[src/hdl/smacc_pkg.sv]
package smacc_pkg;

    localparam int MAG_W  = 14;
    localparam int WORD_W = MAG_W + 1;
    localparam int CMD_W  = 7;
    localparam int CNT_W  = $clog2(MAG_W);

    localparam logic [CMD_W-1:0] OP_ADD = 7'h30;
    localparam logic [CMD_W-1:0] OP_SUB = 7'h31;
    localparam logic [CMD_W-1:0] OP_DIV = 7'h32;
    localparam logic [CMD_W-1:0] OP_MUL = 7'h33;
    localparam logic [CMD_W-1:0] OP_RCL = 7'h62;

    localparam logic [MAG_W-1:0] MAG_MAX = 14'h3fff;

    // Bit positions of the result flags in m_tuser.
    localparam int FLG_ERR  = 0;
    localparam int FLG_OVF  = 1;
    localparam int FLG_DZ   = 2;
    localparam int FLG_BAD  = 3;
    localparam int FLG_HALT = 4;
    localparam int FLG_W    = 5;

    typedef struct packed {
        logic start;
        logic is_div;
    } mdu_ctrl_t;

endpackage

[src/hdl/smacc_mdu.sv]
module smacc_mdu (
    input  logic                         aclk,
    input  logic                         aresetn,
    input  smacc_pkg::mdu_ctrl_t         ctrl,
    input  logic [smacc_pkg::MAG_W-1:0]  op_a,
    input  logic [smacc_pkg::MAG_W-1:0]  op_b,
    output logic                         done,
    output logic [2*smacc_pkg::MAG_W-1:0] result
);

    localparam int W = smacc_pkg::MAG_W;

    logic               busy_reg, busy_next;
    logic               done_reg, done_next;
    logic [smacc_pkg::CNT_W-1:0] cnt_reg, cnt_next;
    logic               is_div_reg, is_div_next;
    logic [W-1:0]       x_reg, x_next;
    logic [2*W:0]       p_reg, p_next;

    logic [W:0]         add_a;
    logic [W+1:0]       add_res;
    logic [W:0]         upper;
    logic [W:0]         rem;
    logic               fits;

    // One shared adder: multiply adds the multiplicand to the upper half,
    // divide subtracts the divisor from the shifted partial remainder.
    always_comb begin
        add_a   = is_div_reg ? p_reg[2*W-1:W-1] : p_reg[2*W:W];
        add_res = {1'b0, add_a}
                + ({2'b00, x_reg} ^ {(W+2){is_div_reg}})
                + {{(W+1){1'b0}}, is_div_reg};
        upper   = p_reg[0] ? add_res[W:0] : p_reg[2*W:W];
        fits    = ~add_res[W+1];
        rem     = fits ? add_res[W:0] : p_reg[2*W-1:W-1];
    end

    always_comb begin
        busy_next   = busy_reg;
        done_next   = 1'b0;
        cnt_next    = cnt_reg;
        is_div_next = is_div_reg;
        x_next      = x_reg;
        p_next      = p_reg;
        if (ctrl.start && !busy_reg) begin
            busy_next   = 1'b1;
            cnt_next    = smacc_pkg::CNT_W'(W - 1);
            is_div_next = ctrl.is_div;
            x_next      = ctrl.is_div ? op_b : op_a;
            p_next      = {{(W+1){1'b0}}, ctrl.is_div ? op_a : op_b};
        end else if (busy_reg) begin
            if (is_div_reg) begin
                p_next = {rem, p_reg[W-2:0], fits};
            end else begin
                p_next = {1'b0, upper, p_reg[W-1:1]};
            end
            if (cnt_reg == '0) begin
                busy_next = 1'b0;
                done_next = 1'b1;
            end else begin
                cnt_next = cnt_reg - 1'b1;
            end
        end
    end

    always_ff @(posedge aclk) begin
        if (!aresetn) begin
            busy_reg <= 1'b0;
            done_reg <= 1'b0;
            cnt_reg  <= '0;
        end else begin
            busy_reg <= busy_next;
            done_reg <= done_next;
            cnt_reg  <= cnt_next;
        end
        is_div_reg <= is_div_next;
        x_reg      <= x_next;
        p_reg      <= p_next;
    end

    assign done   = done_reg;
    assign result = p_reg[2*W-1:0];

endmodule

[src/hdl/sign_magnitude_accumulator_alu_unit.sv]
// Add, subtract, rotate and every error case register their result, wait in ST_EMIT until
// the output register is free and hand it on; multiply and divide first pass through ST_RUN.
// Multiply and divide run 14 steps through one shared add/subtract unit in smacc_mdu.
// A new instruction is taken only after the last result has reached the output register.
// Reset (synchronous, aresetn low) clears the accumulator, the sequencer, the output valid
// flag and the busy and done flags of smacc_mdu.
module sign_magnitude_accumulator_alu_unit (
    input  logic        aclk,
    input  logic        aresetn,
    input  logic        s_tvalid,
    output logic        s_tready,
    input  logic [23:0] s_tdata,  // command[6:0], operand_word[21:7], zero pad
    input  logic [0:0]  s_tuser,  // read_failed[0]
    output logic        m_tvalid,
    input  logic        m_tready,
    output logic [15:0] m_tdata,  // acc_value[14:0], zero pad
    output logic [4:0]  m_tuser   // error, overflow, divzero, bad_opcode, halt_clock
);

    localparam int W  = smacc_pkg::MAG_W;
    localparam int WW = smacc_pkg::WORD_W;

    typedef enum logic [1:0] {ST_IDLE, ST_RUN, ST_EMIT} state_t;

    state_t                        state_reg, state_next;
    logic [WW-1:0]                 acc_reg, acc_next;
    logic                          neg_reg, neg_next;
    logic                          div_reg, div_next;
    logic [WW-1:0]                 res_acc_reg, res_acc_next;
    logic [smacc_pkg::FLG_W-1:0]   res_flg_reg, res_flg_next;
    logic                          m_tvalid_reg, m_tvalid_next;
    logic [WW-1:0]                 m_acc_reg, m_acc_next;
    logic [smacc_pkg::FLG_W-1:0]   m_flg_reg, m_flg_next;

    logic [smacc_pkg::CMD_W-1:0]   cmd;
    logic [WW-1:0]                 word;
    logic                          rfail;
    logic                          known;
    logic                          is_sub;
    logic [W+1:0]                  a16, b16, sum16, mag16;
    logic                          add_ovf;
    logic [WW-1:0]                 add_acc;
    logic [WW-1:0]                 rot_acc;
    logic                          b_zero;
    logic                          accept;

    smacc_pkg::mdu_ctrl_t          mdu_ctrl;
    logic                          mdu_done;
    logic [2*W-1:0]                mdu_result;
    logic                          mul_ovf;
    logic [W-1:0]                  mdu_mag;

    assign cmd    = s_tdata[smacc_pkg::CMD_W-1:0];
    assign word   = s_tdata[smacc_pkg::CMD_W+WW-1:smacc_pkg::CMD_W];
    assign rfail  = s_tuser[0];
    assign accept = s_tvalid && s_tready;

    always_comb begin
        case (cmd)
            smacc_pkg::OP_ADD, smacc_pkg::OP_SUB, smacc_pkg::OP_DIV,
            smacc_pkg::OP_MUL, smacc_pkg::OP_RCL: known = 1'b1;
            default:                               known = 1'b0;
        endcase
    end

    // Add and subtract in two's complement; the sum always fits in 16 bits.
    always_comb begin
        is_sub  = (cmd == smacc_pkg::OP_SUB);
        a16     = acc_reg[W] ? (16'd0 - {2'b00, acc_reg[W-1:0]}) : {2'b00, acc_reg[W-1:0]};
        b16     = (word[W] ^ is_sub) ? (16'd0 - {2'b00, word[W-1:0]})
                                     : {2'b00, word[W-1:0]};
        sum16   = a16 + b16;
        mag16   = sum16[W+1] ? (16'd0 - sum16) : sum16;
        add_ovf = mag16 > {2'b00, smacc_pkg::MAG_MAX};
        add_acc = add_ovf ? '0 : {sum16[W+1], mag16[W-1:0]};
        rot_acc = {word[W], word[W-2:0], word[W-1]};
        b_zero  = (word[W-1:0] == '0);
    end

    always_comb begin
        mdu_ctrl.start  = accept && known && !rfail
                       && ((cmd == smacc_pkg::OP_MUL)
                        || (cmd == smacc_pkg::OP_DIV && !b_zero));
        mdu_ctrl.is_div = (cmd == smacc_pkg::OP_DIV);
    end

    smacc_mdu u_mdu (
        .aclk    (aclk),
        .aresetn (aresetn),
        .ctrl    (mdu_ctrl),
        .op_a    (acc_reg[W-1:0]),
        .op_b    (word[W-1:0]),
        .done    (mdu_done),
        .result  (mdu_result)
    );

    assign mul_ovf = !div_reg && (mdu_result[2*W-1:W] != '0);
    assign mdu_mag = mdu_result[W-1:0];

    always_comb begin
        state_next    = state_reg;
        acc_next      = acc_reg;
        neg_next      = neg_reg;
        div_next      = div_reg;
        res_acc_next  = res_acc_reg;
        res_flg_next  = res_flg_reg;
        m_tvalid_next = m_tvalid_reg;
        m_acc_next    = m_acc_reg;
        m_flg_next    = m_flg_reg;

        if (m_tvalid_reg && m_tready) begin
            m_tvalid_next = 1'b0;
        end

        case (state_reg)
            ST_IDLE: begin
                if (accept) begin
                    res_acc_next = acc_reg;
                    res_flg_next = '0;
                    neg_next     = acc_reg[W] ^ word[W];
                    div_next     = (cmd == smacc_pkg::OP_DIV);
                    state_next   = ST_EMIT;
                    if (!known) begin
                        res_flg_next[smacc_pkg::FLG_ERR]  = 1'b1;
                        res_flg_next[smacc_pkg::FLG_BAD]  = 1'b1;
                        res_flg_next[smacc_pkg::FLG_HALT] = 1'b1;
                    end else if (rfail) begin
                        res_flg_next[smacc_pkg::FLG_ERR] = 1'b1;
                    end else begin
                        case (cmd)
                            smacc_pkg::OP_ADD, smacc_pkg::OP_SUB: begin
                                res_acc_next                     = add_acc;
                                res_flg_next[smacc_pkg::FLG_OVF] = add_ovf;
                            end
                            smacc_pkg::OP_RCL: begin
                                res_acc_next = rot_acc;
                            end
                            smacc_pkg::OP_DIV: begin
                                if (b_zero) begin
                                    res_flg_next[smacc_pkg::FLG_ERR] = 1'b1;
                                    res_flg_next[smacc_pkg::FLG_DZ]  = 1'b1;
                                end else begin
                                    state_next = ST_RUN;
                                end
                            end
                            default: begin
                                state_next = ST_RUN;
                            end
                        endcase
                    end
                end
            end
            ST_RUN: begin
                if (mdu_done) begin
                    res_flg_next                     = '0;
                    res_flg_next[smacc_pkg::FLG_OVF] = mul_ovf;
                    // A zero magnitude is always stored with a positive sign.
                    res_acc_next = mul_ovf ? '0
                                 : {neg_reg && (mdu_mag != '0), mdu_mag};
                    state_next   = ST_EMIT;
                end
            end
            ST_EMIT: begin
                if (!m_tvalid_reg || m_tready) begin
                    m_tvalid_next = 1'b1;
                    m_acc_next    = res_acc_reg;
                    m_flg_next    = res_flg_reg;
                    acc_next      = res_acc_reg;
                    state_next    = ST_IDLE;
                end
            end
            default: begin
                state_next = ST_IDLE;
            end
        endcase
    end

    always_ff @(posedge aclk) begin
        if (!aresetn) begin
            state_reg    <= ST_IDLE;
            acc_reg      <= '0;
            m_tvalid_reg <= 1'b0;
        end else begin
            state_reg    <= state_next;
            acc_reg      <= acc_next;
            m_tvalid_reg <= m_tvalid_next;
        end
        neg_reg     <= neg_next;
        div_reg     <= div_next;
        res_acc_reg <= res_acc_next;
        res_flg_reg <= res_flg_next;
        m_acc_reg   <= m_acc_next;
        m_flg_reg   <= m_flg_next;
    end

    assign s_tready = (state_reg == ST_IDLE);
    assign m_tvalid = m_tvalid_reg;
    assign m_tdata  = {1'b0, m_acc_reg};
    assign m_tuser  = m_flg_reg;

    // The accumulator only moves when a result is handed to the output register.
    a_acc_only_on_emit: assert property (@(posedge aclk) disable iff (!aresetn)
        ($past(aresetn) && acc_reg != $past(acc_reg)) |-> $past(state_reg == ST_EMIT))
        else $error("accumulator changed outside result hand-off");

    a_mdu_done_in_run: assert property (@(posedge aclk) disable iff (!aresetn)
        mdu_done |-> state_reg == ST_RUN)
        else $error("multiply/divide unit finished while not running");

    a_ovf_clears_acc: assert property (@(posedge aclk) disable iff (!aresetn)
        (m_tvalid_reg && m_flg_reg[smacc_pkg::FLG_OVF]) |-> m_acc_reg == '0)
        else $error("overflow result with nonzero accumulator");

    a_bad_implies_err: assert property (@(posedge aclk) disable iff (!aresetn)
        (m_tvalid_reg && m_flg_reg[smacc_pkg::FLG_BAD])
            |-> (m_flg_reg[smacc_pkg::FLG_ERR] && m_flg_reg[smacc_pkg::FLG_HALT]))
        else $error("bad opcode without error and halt flags");

endmodule
[config.mk]
export PLATFORM = sky130hd
export DESIGN_NAME = sign_magnitude_accumulator_alu_unit
export DESIGN_NICKNAME = d
export VERILOG_FILES = /design/src/hdl/smacc_pkg.sv /design/src/hdl/smacc_mdu.sv /design/src/hdl/sign_magnitude_accumulator_alu_unit.sv
export SDC_FILE = /design/constraint.sdc
export NUM_CORES = 1
export LEC_CHECK = 0
export BUFFER_PORTS_ARGS = -buffer_cell sky130_fd_sc_hd__buf_2
export CAP_MARGIN = 20
export CORE_MARGIN = 4
export CORE_UTILIZATION = 40
export DETAILED_ROUTE_END_ITERATION = 7
export GPL_TIMING_DRIVEN = 0
export PLACE_DENSITY_LB_ADDON = 0.3
export SLEW_MARGIN = 10
export SYNTH_ARGS = -nofsm -noshare
export SYNTH_HDL_FRONTEND = slang
export SYNTH_HIERARCHICAL = 1
export SYNTH_SLANG_ARGS = --single-unit
export TNS_END_PERCENT = 100
[constraint.sdc]
create_clock -name aclk -period 13 [get_ports aclk]
set_input_delay 1.3 -clock aclk [delete_from_list [all_inputs] [get_ports aclk]]
set_output_delay 1.3 -clock aclk [all_outputs]
set_load 0.01 [all_outputs]
==> reports/metrics.yaml <==
yosys:
  synth_fp_nets: 967
  synth_top_area_cell: "edfxtp_1"
  yosys_warnings: 6
  syn_avg_cell_area_um2: 9.15
  postSynth.asyncResetShare: 0
  yosysSeqAreaShare: 0.345
  yosysMostFrequentCell: "nand2_1"
  syn_area_um2: 8270
  yosys-top-cells-area: "edfxtp_1, dfxtp_1, mux2i_1"
  synth_cell_types: 74
  synth_cells: 904
  synth_top_area_share: 0.250
  ys_ff_latch: 108
  synth_edf_count: 69
  synth_common_cells: "nand2_1, edfxtp_1, a21oi_1, nor2_1, o21ai_0"
  ys.flop_type: "edfxtp_1"
pwr:
  power.share.clock: 0.278
  p_per_area_nw_per_um2: 112
  intPower_uw: 678
  p_comb_frac: 0.318
  power.leakage_uw: 0.00345
  switchingPower_uw: 349
  peakVddDrop_uv: 54.7
  swShare: 0.340
  power.share.sequential: 0.404
timing:
  fin_crit_ps: 6450
  slew_viol_final: 0
  hold_viol: 0
  rsz0062_at_grt: "no"
  fin_skew_ps: 10.6
  tns_ps: 0
  setup_viol: 0
  tightest_slew_ps: 829
  whs_ps: 428
  clock.fmax_mhz: 155
  period_share: 0.496
  relSlewSlack: 0.444
run:
  drv_cap: 0
routing:
  drt_iter0_markers: 614
  top_layer_used: "met4"
  wl_met2_um: 10100
  vias: 7106
  post-route-drc-count: 0
  wl_met3_um: 1370
  vias_per_cell: 5.73
  routedWlPerCell_um: 18.6
  ant_nets: 0
  drt-met1-wl_um: 10800
  dr.pass1.iters: 5
  finalWirelength_um: 23100
placed_design:
  port_buffers: 48
  gp_congestion: 0.917
  dpl.hpwl_um: 17800
layout:
  n_fill_cell: 2003
  layout.area.seq_um2: 2850
  multiInputGateArea_um2: 4920
  drive_gt1_frac: 0.157
  diodes: 0
  largest_register_ffs: 29
  area_delta_synth_final_pct: 11.1
  nets: 1029
global_routing:
  grt_pass1_wl_um: 36600
  grt_pass1_vias: 6807
  antenna_found_initial: 0
  grt_max_degree: 29
  overflow: 0
  grt_use_total: 0.195
setup_path:
  cp_slowest_cell: "nor4_4"
  critPathMaxFanout: 10
  worstPathCellList: "buf_2, nor3b_1, nand3b_1, nor2_1, nand2_1, xnor2_1, clkbuf_1, o31ai_1, xnor2_1, ha_1, buf_2, a21o_1, a31o_2, a21oi_1, xor2_1, nand4_1, nor4_4, mux2i_1, nor2_2, buf_6, o31ai_1"
  crit_start: "s_tdata[3]"
  slowest_delay_ps: 380
  worstPathArrival_ps: 6600
  required_ps: 13150
  cp_top_family: "simple AND/OR/NAND/NOR gates"
  path_class: "input port to flop"
  cp-start-kind: "input port"
  reg2reg_from: "acc_reg[1]"
  end_kind: "flop"
  crit_buf_inv: 4
clocking:
  post_cts_buffers: 0
  clock_sinks: 108
  cts.hold.buffers_added: 0
  clkLatencyLatePin_ps: 370
  cts-root-buf: "clkbuf_16"
  clock_path_buffers: 2
  cts-resized-gates: 0
  htree_levels: 3
  cts_buffers: 9
  cts_tree: "done"
  clkTransAtPathRegs_ps: 80
worst_hold_path:
  hold_start: "res_flg_reg[1]"
  min_path_type: "flop to flop"
die:
  die-height_um: 152
  pin_count: 52
  initial_core_util: 0.407
  die_area_um2: 23000
  die_x_um: 152
  core-area_um2: 20300
  num_rows: 52
status:
  status: "completed"
layout by cell type, fill, tap and decap left out, types with 6 or more instances in the layout:
| cell | synthesis | routed |
|---|---|---|
| a211oi_1 | 24 | 24 |
| a21boi_0 | 17 | 17 |
| a21o_1 | 11 | 11 |
| a21oi_1 | 67 | 67 |
| a31oi_1 | 9 | 9 |
| and2_1 | 11 | 11 |
| buf_2 | 3 | 52 |
| buf_4 | 30 | 30 |
| clkbuf_1 | 36 | 35 |
| clkbuf_16 | 0 | 9 |
| dfxtp_1 | 39 | 39 |
| edfxtp_1 | 69 | 69 |
| ha_1 | 32 | 32 |
| inv_1 | 21 | 21 |
| mux2_2 | 30 | 30 |
| mux2i_1 | 42 | 42 |
| nand2_1 | 92 | 92 |
| nand2b_1 | 12 | 12 |
| nand3_1 | 19 | 19 |
| nand4_1 | 6 | 6 |
| nor2_1 | 54 | 53 |
| nor2b_1 | 17 | 17 |
| nor3_1 | 11 | 11 |
| nor3b_1 | 6 | 6 |
| nor4_1 | 7 | 7 |
| o211ai_1 | 11 | 11 |
| o21ai_0 | 43 | 43 |
| o221ai_1 | 11 | 11 |
| o31ai_1 | 20 | 20 |
| or4_1 | 7 | 7 |
| xnor2_1 | 32 | 32 |
| xor2_1 | 40 | 40 |
per-stage QoR:
stage | util | total power, uW | std cells | area (um^2) | worst slack [ps]
detailed placement | 0.437 | 743 | 1224 | 8880 | 6250
CTS | 0.452 | 1030 | 1240 | 9190 | 6630
global route | 0.453 | 1080 | 1241 | 9190 | 6280
floorplan | - | 659 | 904 | 8270 | 7580
global placement | 0.436 | 739 | 1222 | 8850 | 6230
finish | 0.453 | 1030 | 1241 | 9190 | 6550
area by class of cell:
cell class	count	area share
buffer	74	0.0455
clock buffer	9	0.0245
clock inverter	7	0.00871
inverter	22	0.00899
multi-input combinational	700	0.536
sequential	108	0.310
tap	270	0.0368
timing repair buffer	51	0.0295
kinds of logic (layout without fill, tap and decap cells):
logic type | count (synthesis) | in the layout | share of synthesized area
AO/OA/AOI/OAI | 257 | 257 | 0.212
XOR/XNOR | 72 | 72 | 0.0762
adder cells (fa/ha/maj) | 34 | 34 | 0.0532
buffers and inverters | 96 | 163 | 0.0604
flip-flops | 108 | 108 | 0.345
multiplexers | 72 | 72 | 0.0917
other | 1 | 1 | 0.000453
AND/OR/NAND/NOR | 264 | 264 | 0.162
path summary, 6_finish.rpt:
kind               endpoint  slack [ps]  depth (start not counted)
max          res_acc_reg[8]        6550                         21
min reg2reg      m_tuser[1]         430                          0
min              m_tuser[1]         430                          0
max reg2reg  res_acc_reg[8]        7960                         17
power groups by stage:
| stage | Sequential, uW | Combinational (uW) | Clock (uW) |
|---|---|---|---|
| global route | 418 | 361 | 304 |
| CTS | 414 | 323 | 293 |
| floorplan | 413 | 247 | 0 |
| global placement | 422 | 317 | 0 |
| detailed placement | 422 | 321 | 0 |
| finish | 415 | 327 | 285 |
routing by layer:
metal,track usage,vias to the layer above
li1,-,3453
met1,0.279,3392
met2,0.296,212
met3,0.0321,49
met4,0.0732,0
met5,0,-
Note: power is estimated with default switching activity, not from simulation.
